<file path="config.mk">
export PLATFORM = sky130hd
export DESIGN_NAME = instruction_stream_fingerprint_flat
export DESIGN_NICKNAME = d
export VERILOG_FILES = /design/src/design/isf_pkg.sv /design/src/design/isf_if.sv /design/src/design/isf_front.sv /design/src/design/isf_queue.sv /design/src/design/isf_back.sv /design/src/design/instruction_stream_fingerprint.sv /design/src/flat_wrapper.sv
export SDC_FILE = /design/constraint.sdc
export NUM_CORES = 1
export LEC_CHECK = 0
export BUFFER_PORTS_ARGS = -buffer_cell sky130_fd_sc_hd__buf_2
export CAP_MARGIN = 5
export CORE_UTILIZATION = 62
export CTS_CLUSTER_DIAMETER = 50
export CTS_CLUSTER_SIZE = 40
export DETAILED_ROUTE_END_ITERATION = 7
export GPL_TIMING_DRIVEN = 0
export PLACE_DENSITY_LB_ADDON = 0.3
export SLEW_MARGIN = 25
export SYNTH_ARGS = -nofsm -noshare
export SYNTH_HDL_FRONTEND = slang
export SYNTH_SLANG_ARGS = --single-unit
</file>
<file path="constraint.sdc">
create_clock -name clk_i -period 12.95 [get_ports clk_i]
set_input_delay 3.885 -clock clk_i [delete_from_list [all_inputs] [get_ports clk_i]]
set_output_delay 3.885 -clock clk_i [all_outputs]
set_load 0.02 [all_outputs]
</file>
<file path="src/design/isf_pkg.sv">
// Package: shared types, constants and the FNV-1a round for the fingerprint block.
package isf_pkg;

  localparam int unsigned MaxInstructions = 100000;
  localparam int unsigned CountW          = $clog2(MaxInstructions + 1);
  localparam int unsigned OutCountW       = 17;
  localparam int unsigned QueueDepth      = 4;
  localparam int unsigned QueuePtrW       = $clog2(QueueDepth);

  localparam logic [63:0] FnvBasis    = 64'd14695981039346656037;
  // FNV prime is 2^40 + 0x1b3: one shift plus a 64x9 product
  localparam int unsigned FnvShift    = 40;
  localparam logic [8:0]  FnvPrimeLow = 9'h1b3;

  typedef enum logic [1:0] {
    WS_OPCODE,
    WS_REGS,
    WS_FLAGS,
    WS_IMM
  } word_sel_e;

  typedef enum logic [1:0] {
    BK_IDLE,
    BK_FOLD,
    BK_EMIT
  } bk_state_e;

  // Classified instruction as it travels through the queue
  typedef struct packed {
    logic        has_instr;
    logic        fold_imm;
    logic        last;
    logic [15:0] opcode;
    logic [31:0] regs;
    logic [11:0] flags;
    logic [63:0] imm;
  } cmd_t;

  typedef struct packed {
    logic full;
    logic empty;
  } q_status_t;

  function automatic logic [63:0] fnv_step(input logic [63:0] h, input logic [7:0] b);
    logic [63:0] x;
    x = h ^ {56'd0, b};
    return (x << FnvShift) + (x * {55'd0, FnvPrimeLow});
  endfunction

  function automatic logic [63:0] cmd_word(input cmd_t c, input word_sel_e sel);
    logic [63:0] w;
    case (sel)
      WS_OPCODE: w = {48'd0, c.opcode};
      WS_REGS:   w = {32'd0, c.regs};
      WS_FLAGS:  w = {52'd0, c.flags};
      WS_IMM:    w = c.imm;
      default:   w = '0;
    endcase
    return w;
  endfunction

endpackage

</file>
<file path="src/design/isf_if.sv">
// Interfaces: instruction item channel and fingerprint result channel.
interface isf_item_if;
  logic        valid;
  logic        ready;
  logic        has_instruction;
  logic [15:0] opcode_id;
  logic [15:0] first_register;
  logic [15:0] second_register;
  logic        has_immediate;
  logic        has_memory_operand;
  logic [7:0]  instruction_kind;
  logic [63:0] immediate;
  logic        immediate_is_address;
  logic        last;

  modport source (
    output valid, has_instruction, opcode_id, first_register, second_register,
           has_immediate, has_memory_operand, instruction_kind, immediate,
           immediate_is_address, last,
    input  ready
  );
  modport sink (
    input  valid, has_instruction, opcode_id, first_register, second_register,
           has_immediate, has_memory_operand, instruction_kind, immediate,
           immediate_is_address, last,
    output ready
  );
endinterface

interface isf_result_if;
  logic        valid;
  logic        ready;
  logic [63:0] fingerprint_hash;
  logic [16:0] instruction_count;

  modport source (output valid, fingerprint_hash, instruction_count, input ready);
  modport sink (input valid, fingerprint_hash, instruction_count, output ready);
endinterface

</file>
<file path="src/design/isf_front.sv">
// Front end: accepts instruction beats, packs the hash words, pushes to the queue.
module isf_front
  import isf_pkg::*;
(
  isf_item_if.sink item_i,
  input  q_status_t q_status_i,
  output logic      push_o,
  output cmd_t      cmd_o
);

  assign item_i.ready = !q_status_i.full;

  // Empty beats that do not close a function change nothing: drop them here.
  assign push_o = item_i.valid && !q_status_i.full &&
                  (item_i.has_instruction || item_i.last);

  always_comb begin
    cmd_o.has_instr = item_i.has_instruction;
    cmd_o.fold_imm  = item_i.has_immediate && !item_i.immediate_is_address;
    cmd_o.last      = item_i.last;
    cmd_o.opcode    = item_i.opcode_id;
    cmd_o.regs      = {item_i.first_register, item_i.second_register};
    cmd_o.flags     = {item_i.instruction_kind, 2'b00,
                       item_i.has_memory_operand, item_i.has_immediate};
    cmd_o.imm       = item_i.immediate;
  end

endmodule

</file>
<file path="src/design/isf_queue.sv">
// Small FIFO of classified instructions between front and back end.
module isf_queue
  import isf_pkg::*;
(
  input  logic      clk_i,
  input  logic      rst_ni,
  input  logic      push_i,
  input  cmd_t      push_data_i,
  input  logic      pop_i,
  output cmd_t      pop_data_o,
  output q_status_t status_o
);

  cmd_t                 mem_q [QueueDepth];
  logic [QueuePtrW-1:0] wr_ptr_q, wr_ptr_d;
  logic [QueuePtrW-1:0] rd_ptr_q, rd_ptr_d;
  logic [QueuePtrW:0]   fill_q, fill_d;
  logic                 do_push, do_pop;

  assign status_o.full  = (fill_q == (QueuePtrW + 1)'(QueueDepth));
  assign status_o.empty = (fill_q == '0);
  assign do_push        = push_i && !status_o.full;
  assign do_pop         = pop_i && !status_o.empty;
  assign pop_data_o     = mem_q[rd_ptr_q];

  always_comb begin
    wr_ptr_d = do_push ? wr_ptr_q + 1'b1 : wr_ptr_q;
    rd_ptr_d = do_pop ? rd_ptr_q + 1'b1 : rd_ptr_q;
    fill_d   = fill_q;
    if (do_push && !do_pop) begin
      fill_d = fill_q + 1'b1;
    end else if (do_pop && !do_push) begin
      fill_d = fill_q - 1'b1;
    end
  end

  always_ff @(posedge clk_i or negedge rst_ni) begin
    if (!rst_ni) begin
      wr_ptr_q <= '0;
      rd_ptr_q <= '0;
      fill_q   <= '0;
    end else begin
      wr_ptr_q <= wr_ptr_d;
      rd_ptr_q <= rd_ptr_d;
      fill_q   <= fill_d;
    end
  end

  always_ff @(posedge clk_i) begin
    if (do_push) begin
      mem_q[wr_ptr_q] <= push_data_i;
    end
  end

endmodule

</file>
<file path="src/design/isf_back.sv">
// Back end: byte-serial FNV-1a engine, instruction counter and result register.
module isf_back
  import isf_pkg::*;
(
  input  logic      clk_i,
  input  logic      rst_ni,
  input  q_status_t q_status_i,
  input  cmd_t      cmd_i,
  output logic      pop_o,
  isf_result_if.source result_o
);

  bk_state_e          state_q, state_d;
  logic [63:0]        hash_q, hash_d;
  logic [CountW-1:0]  count_q, count_d;
  cmd_t               cmd_q, cmd_d;
  logic [63:0]        word_q, word_d;
  logic [2:0]         byte_q, byte_d;
  word_sel_e          widx_q, widx_d;
  word_sel_e          widx_next;
  word_sel_e          last_word;
  logic               out_valid_q, out_valid_d;
  logic [63:0]        out_hash_q, out_hash_d;
  logic [OutCountW-1:0] out_count_q, out_count_d;
  logic [CountW+OutCountW-1:0] count_ext;
  logic               fold_ok;
  logic               emit;
  logic               word_done;

  assign fold_ok   = cmd_i.has_instr && (count_q < CountW'(MaxInstructions));
  assign last_word = cmd_q.fold_imm ? WS_IMM : WS_FLAGS;
  assign widx_next = word_sel_e'(widx_q + 2'd1);
  assign word_done = (byte_q == 3'd7);
  assign count_ext = {{OutCountW{1'b0}}, count_q};

  always_comb begin
    state_d     = state_q;
    hash_d      = hash_q;
    count_d     = count_q;
    cmd_d       = cmd_q;
    word_d      = word_q;
    byte_d      = byte_q;
    widx_d      = widx_q;
    pop_o       = 1'b0;
    emit        = 1'b0;
    out_valid_d = out_valid_q && !result_o.ready;
    out_hash_d  = out_hash_q;
    out_count_d = out_count_q;

    case (state_q)
      BK_IDLE: begin
        if (!q_status_i.empty) begin
          pop_o = 1'b1;
          cmd_d = cmd_i;
          if (fold_ok) begin
            word_d  = cmd_word(cmd_i, WS_OPCODE);
            byte_d  = '0;
            widx_d  = WS_OPCODE;
            state_d = BK_FOLD;
          end else if (cmd_i.last) begin
            state_d = BK_EMIT;
          end
        end
      end
      BK_FOLD: begin
        hash_d = fnv_step(hash_q, word_q[7:0]);
        word_d = word_q >> 8;
        byte_d = byte_q + 3'd1;
        if (word_done) begin
          if (widx_q == last_word) begin
            count_d = count_q + 1'b1;
            state_d = cmd_q.last ? BK_EMIT : BK_IDLE;
          end else begin
            widx_d = widx_next;
            word_d = cmd_word(cmd_q, widx_next);
          end
        end
      end
      BK_EMIT: begin
        if (!out_valid_q || result_o.ready) begin
          emit        = 1'b1;
          out_valid_d = 1'b1;
          out_hash_d  = hash_q;
          out_count_d = count_ext[OutCountW-1:0];
          hash_d      = FnvBasis;
          count_d     = '0;
          state_d     = BK_IDLE;
        end
      end
      default: state_d = BK_IDLE;
    endcase
  end

  always_ff @(posedge clk_i or negedge rst_ni) begin
    if (!rst_ni) begin
      state_q     <= BK_IDLE;
      hash_q      <= FnvBasis;
      count_q     <= '0;
      out_valid_q <= 1'b0;
    end else begin
      state_q     <= state_d;
      hash_q      <= hash_d;
      count_q     <= count_d;
      out_valid_q <= out_valid_d;
    end
  end

  always_ff @(posedge clk_i) begin
    cmd_q       <= cmd_d;
    word_q      <= word_d;
    byte_q      <= byte_d;
    widx_q      <= widx_d;
    out_hash_q  <= out_hash_d;
    out_count_q <= out_count_d;
  end

  assign result_o.valid             = out_valid_q;
  assign result_o.fingerprint_hash  = out_hash_q;
  assign result_o.instruction_count = out_count_q;

  a_count_bounded: assert property (@(posedge clk_i) disable iff (!rst_ni)
    count_q <= CountW'(MaxInstructions))
    else $error("instruction count above limit");

  a_last_goes_emit: assert property (@(posedge clk_i) disable iff (!rst_ni)
    (state_q == BK_FOLD && word_done && widx_q == last_word && cmd_q.last)
      |=> state_q == BK_EMIT)
    else $error("closing instruction did not lead to emit");

  a_emit_resets: assert property (@(posedge clk_i) disable iff (!rst_ni)
    emit |=> (hash_q == FnvBasis && count_q == '0 && out_valid_q))
    else $error("emit did not restart hash and count");

  a_pop_idle_only: assert property (@(posedge clk_i) disable iff (!rst_ni)
    pop_o |-> (state_q == BK_IDLE && !q_status_i.empty))
    else $error("dequeue outside idle");

endmodule

</file>
<file path="src/design/instruction_stream_fingerprint.sv">
// Top level: instruction stream fingerprint (running 64-bit FNV-1a over decoded instructions).
// Each instruction beat folds three 64-bit words (opcode id, register pair, flag word)
// and, when it carries a non-address immediate, a fourth, one byte per clock through a
// single FNV round (xor, then multiply by 2^40 + 0x1b3). The byte engine in the back end
// sets the rate: it dequeues an instruction only when idle and takes no new one until all
// its bytes are folded; a closing beat then loads the result register once it is free.
// Beats with no instruction and no last flag are dropped at the front and cost nothing;
// a closing beat without an instruction goes straight from the dequeue to the load. A
// four-entry queue lets the input side keep accepting while the engine works, and the
// result register holds a finished fingerprint until taken. After MaxInstructions further
// instructions in one function are ignored; the count saturates there, reported in 17 bits.
module instruction_stream_fingerprint
  import isf_pkg::*;
(
  input  logic clk_i,
  input  logic rst_ni,
  isf_item_if.sink     item_i,
  isf_result_if.source result_o
);

  q_status_t q_status;
  logic      push;
  logic      pop;
  cmd_t      push_cmd;
  cmd_t      pop_cmd;

  // classify and enqueue
  isf_front u_front (
    .item_i     (item_i),
    .q_status_i (q_status),
    .push_o     (push),
    .cmd_o      (push_cmd)
  );

  // decouples intake from the byte engine
  isf_queue u_queue (
    .clk_i       (clk_i),
    .rst_ni      (rst_ni),
    .push_i      (push),
    .push_data_i (push_cmd),
    .pop_i       (pop),
    .pop_data_o  (pop_cmd),
    .status_o    (q_status)
  );

  // hash engine, counter and result register
  isf_back u_back (
    .clk_i      (clk_i),
    .rst_ni     (rst_ni),
    .q_status_i (q_status),
    .cmd_i      (pop_cmd),
    .pop_o      (pop),
    .result_o   (result_o)
  );

endmodule
</file>
<file path="src/flat_wrapper.sv">
// flat-port wrapper written by rule: the top's interface ports become plain ports
module instruction_stream_fingerprint_flat import isf_pkg::*;
  (clk_i, rst_ni, item_i_valid, item_i_has_instruction, item_i_opcode_id, item_i_first_register, item_i_second_register, item_i_has_immediate, item_i_has_memory_operand, item_i_instruction_kind, item_i_immediate, item_i_immediate_is_address, item_i_last, item_i_ready, result_o_valid, result_o_fingerprint_hash, result_o_instruction_count, result_o_ready);
  isf_item_if item_i_i ();
  isf_result_if result_o_i ();
  input  logic clk_i;
  input  logic rst_ni;
  input wire logic [$bits(item_i_i.valid)-1:0] item_i_valid;
  input wire logic [$bits(item_i_i.has_instruction)-1:0] item_i_has_instruction;
  input wire logic [$bits(item_i_i.opcode_id)-1:0] item_i_opcode_id;
  input wire logic [$bits(item_i_i.first_register)-1:0] item_i_first_register;
  input wire logic [$bits(item_i_i.second_register)-1:0] item_i_second_register;
  input wire logic [$bits(item_i_i.has_immediate)-1:0] item_i_has_immediate;
  input wire logic [$bits(item_i_i.has_memory_operand)-1:0] item_i_has_memory_operand;
  input wire logic [$bits(item_i_i.instruction_kind)-1:0] item_i_instruction_kind;
  input wire logic [$bits(item_i_i.immediate)-1:0] item_i_immediate;
  input wire logic [$bits(item_i_i.immediate_is_address)-1:0] item_i_immediate_is_address;
  input wire logic [$bits(item_i_i.last)-1:0] item_i_last;
  output wire logic [$bits(item_i_i.ready)-1:0] item_i_ready;
  output wire logic [$bits(result_o_i.valid)-1:0] result_o_valid;
  output wire logic [$bits(result_o_i.fingerprint_hash)-1:0] result_o_fingerprint_hash;
  output wire logic [$bits(result_o_i.instruction_count)-1:0] result_o_instruction_count;
  input wire logic [$bits(result_o_i.ready)-1:0] result_o_ready;
  assign item_i_i.valid = item_i_valid;
  assign item_i_i.has_instruction = item_i_has_instruction;
  assign item_i_i.opcode_id = item_i_opcode_id;
  assign item_i_i.first_register = item_i_first_register;
  assign item_i_i.second_register = item_i_second_register;
  assign item_i_i.has_immediate = item_i_has_immediate;
  assign item_i_i.has_memory_operand = item_i_has_memory_operand;
  assign item_i_i.instruction_kind = item_i_instruction_kind;
  assign item_i_i.immediate = item_i_immediate;
  assign item_i_i.immediate_is_address = item_i_immediate_is_address;
  assign item_i_i.last = item_i_last;
  assign item_i_ready = item_i_i.ready;
  assign result_o_valid = result_o_i.valid;
  assign result_o_fingerprint_hash = result_o_i.fingerprint_hash;
  assign result_o_instruction_count = result_o_i.instruction_count;
  assign result_o_i.ready = result_o_ready;
  instruction_stream_fingerprint u_core (.clk_i(clk_i), .rst_ni(rst_ni), .item_i(item_i_i), .result_o(result_o_i));
endmodule
</file>
==> impl_metrics.ini <==
[critical_path]
crit_start = u_core.u_back.word_q[2]
worstSetupStartpointType = register
rrSetupSlack_ns = 5.72
critPathCaptureType = register
timing.rr.end = u_core.u_back.hash_q[60]
worstSetupPathType = reg2reg
worst_ep_required_time_ns = 13.52
ff2ff_path_depth = 18
critPathCapture = u_core.u_back.hash_q[60]
path_max_fanout = 4
worst_ep_arrival_time_ns = 7.80
reg2reg_from = u_core.u_back.word_q[2]

[sta]
setup_violations = 0
fmax_mhz = 138.3
finalHoldViolCount = 0
drv_slew = 0
slew_headroom_pct = 28.98
fin_crit_ns = 7.229
tightest_slew_ns = 1.065
timing.setup.tns_ns = 0
min_period_over_period_pct = 55.82
rsz0062_at_grt = no
skew_ns = 0.07038

[synth]
ys_ff_latch = 865
synth_cells = 2956
synth_xor_area_share_pct = 2.995
ys.flop_type = edfxtp_1
yosys_warnings = 0
yosys.area.top_type = edfxtp_1
synth-edff-count = 774
netlist_area_um2 = 43280
postSynthAreaPerCell_um2 = 14.64
synth_compound_gate_area_share_pct = 6.586
ys_top_cells_by_area = edfxtp_1 (54%), fa_1 (9.8%), mux4_2 (6.5%)
seq_area_frac_synth_pct = 59.04
synth_mux_area_share_pct = 6.554
synthAdderAreaFrac_pct = 15.77
ys_async_sr_fraction_pct = 10.52
synth_cell_types = 67
synthSimpleGateAreaFrac_pct = 4.174
synth_top_family_by_area = adder cells
synth_fp_nets = 3504
synth_top_area_share_pct = 53.70

[grt]
antenna_found_initial = 13
grt_pass1_vias = 26980
grt-ovfl-total = 0
grt_use_total_pct = 30.73
grt_max_degree = 68
grt_pass1_wl_um = 160400

[finish]
final_common_cell = edfxtp_1
fill_cells = 4419
drive_gt1_share_pct = 16.99
fin_cells = 4290
layout_common_cells = edfxtp_1 (774), inv_1 (455), buf_2 (211), fa_1 (211), ha_1 (208)
fin_nets = 3830
areaGrowthSynthToFinish_pct = 13.35

[clocking]
clkTransAtPathRegs_ns = 0.09
cts_inserted_buffers = 81
cts-htree-levels = 3
worstSkewPairLatency_ns = 0.68
cts_hold_buffers = 0
cts_sinks = 865
clockBufferDepth = 3
tritoncts = yes
clock-root-buffer = clkbuf_16
cts_resized = 0
post-cts-setup-buffers = 0

[route]
routedWlPerCell_um = 24.63
vias = 25490
final_antenna_net_count = 0
drt_iter0_drc = 2192
drc = 0
drt-pass1-iter-count = 6
avgViaCountPerCell = 5.941
drt_wl_total_um = 105700

[place]
routabilityCongestion = 0.9356
dp_hpwl_um = 75760
portBuffers = 211
dp_cells = 4130

[floorplan]
die_height_um = 266.2
pin_count = 212
start_util_pct = 62.88
coreArea_um2 = 68830
row_count = 96
dieWidth_um = 266.2
die_area_um2 = 70870

[hold_path]
hold_start = u_core.u_back.count_q[0]
hold_class = reg2reg
hold_path_depth = 0

[status]
outcome = finished clean

[run]
maxCapViolCount = 0
-- metrics by stage --
step / util [%] / setup slack, ns / hold WS [ns] / area, um2
2_1_floorplan: - / 2.213 / 0.4638 / 43280
4_1_cts: 71.24 / 5.823 / 0.5138 / 49030
6_report: 71.28 / 5.721 / 0.5129 / 49060
3_5_place_dp: 66.93 / 5.864 / 0.4957 / 46070
5_1_grt: 71.28 / 5.603 / 0.5177 / 49060
3_3_place_gp: 66.11 / -2.248 / 0.4943 / 45500
-- registers in the layout, indices dropped and copies added, names as in the netlist, 17 cells and up --
register	cells
u_core.u_back.cmd_q	124
u_core.u_back.count_q	17
u_core.u_back.hash_q	64
u_core.u_back.result_o.fingerprint_hash	64
u_core.u_back.result_o.instruction_count	17
u_core.u_back.word_q	64
u_core.u_queue.mem_q	500
-- cell type report --
cell class | count | area (um2) | share of cell area [%]
Multi-Input combinational cell | 1529 | 15640 | 31.88
Tap cell | 931 | 1165 | 2.374
Timing Repair Buffer | 243 | 1593 | 3.247
Clock inverter | 67 | 908.4 | 1.852
Buffer | 106 | 406.6 | 0.8289
Antenna cell | 9 | 22.52 | 0.04591
Sequential cell | 865 | 25550 | 52.09
Clock buffer | 84 | 2059 | 4.198
Inverter | 456 | 1712 | 3.489
-- cell families after synthesis --
kind of cell | after synthesis
AO/OA/AOI/OAI | 438
XOR/XNOR | 148
adder cells (fa/ha/maj) | 419
buffers and inverters | 562
flip-flops | 865
multiplexers | 127
AND/OR/NAND/NOR | 397
-- worst max-delay path, cell delays in order (launching register included) --
cell and delay [ns]:
edfxtp_1 0.37, xnor2_1 0.73, inv_1 0.22, ha_1 0.40
xor2_1 0.36, ha_1 0.33, fa_1 0.51, fa_1 0.50
ha_1 0.32, ha_1 0.37, a21o_1 0.24, o21bai_1 0.26
o2111ai_1 0.46, a21oi_1 0.18, o32ai_1 0.78, a31o_2 0.34
o21ai_0 0.29, a311o_1 0.42, nand3_1 0.07
-- worst min-delay path by stage --
stage | to | slack [ns]
finish | u_core.u_back.result_o.instruction_count[0] | 0.51
global route | u_core.u_back.result_o.instruction_count[16] | 0.52
CTS | u_core.u_back.result_o.instruction_count[16] | 0.51
detailed placement | u_core.u_back.result_o.instruction_count[16] | 0.50
global placement | u_core.u_back.hash_q[0] | 0.49
floorplan | u_core.u_back.result_o.instruction_count[5] | 0.46
-- per-layer routing --
metal / track usage, % / vias to the layer above / routed length [um]
met1: 37.68 / 12960 / 39640
met4: 11.12 / 8 / 3851
li1: - / 11250 / -
met5: 0 / - / 56
met2: 55.51 / 1031 / 56420
met3: 4.261 / 241 / 5698
-- synthesized netlist by cell type (6+ instances only) --
cell,count
o21a_1,8
edfxtp_1,774
nand2_1,142
nor2b_1,7
xor2_1,75
o22ai_1,9
dfrtp_1,63
and3_1,11
dfstp_2,28
a21oi_1,127
nand2b_1,10
a22o_1,26
o21ai_0,117
buf_1,17
ha_1,208
nand4_1,22
o31ai_1,6
a211oi_1,9
nand3_1,35
a21boi_0,6
or3_1,9
nor3_1,19
clkbuf_1,89
a222oi_1,10
inv_1,455
fa_1,211
o21bai_1,10
a21o_1,39
mux4_2,125
and2_1,20
a31oi_1,9
a22oi_1,26
xnor2_1,73
nor2_1,108
Power is left out: the tool's default activity adds up to more than one toggle a clock period on the data nets, which glitch-free logic cannot reach.
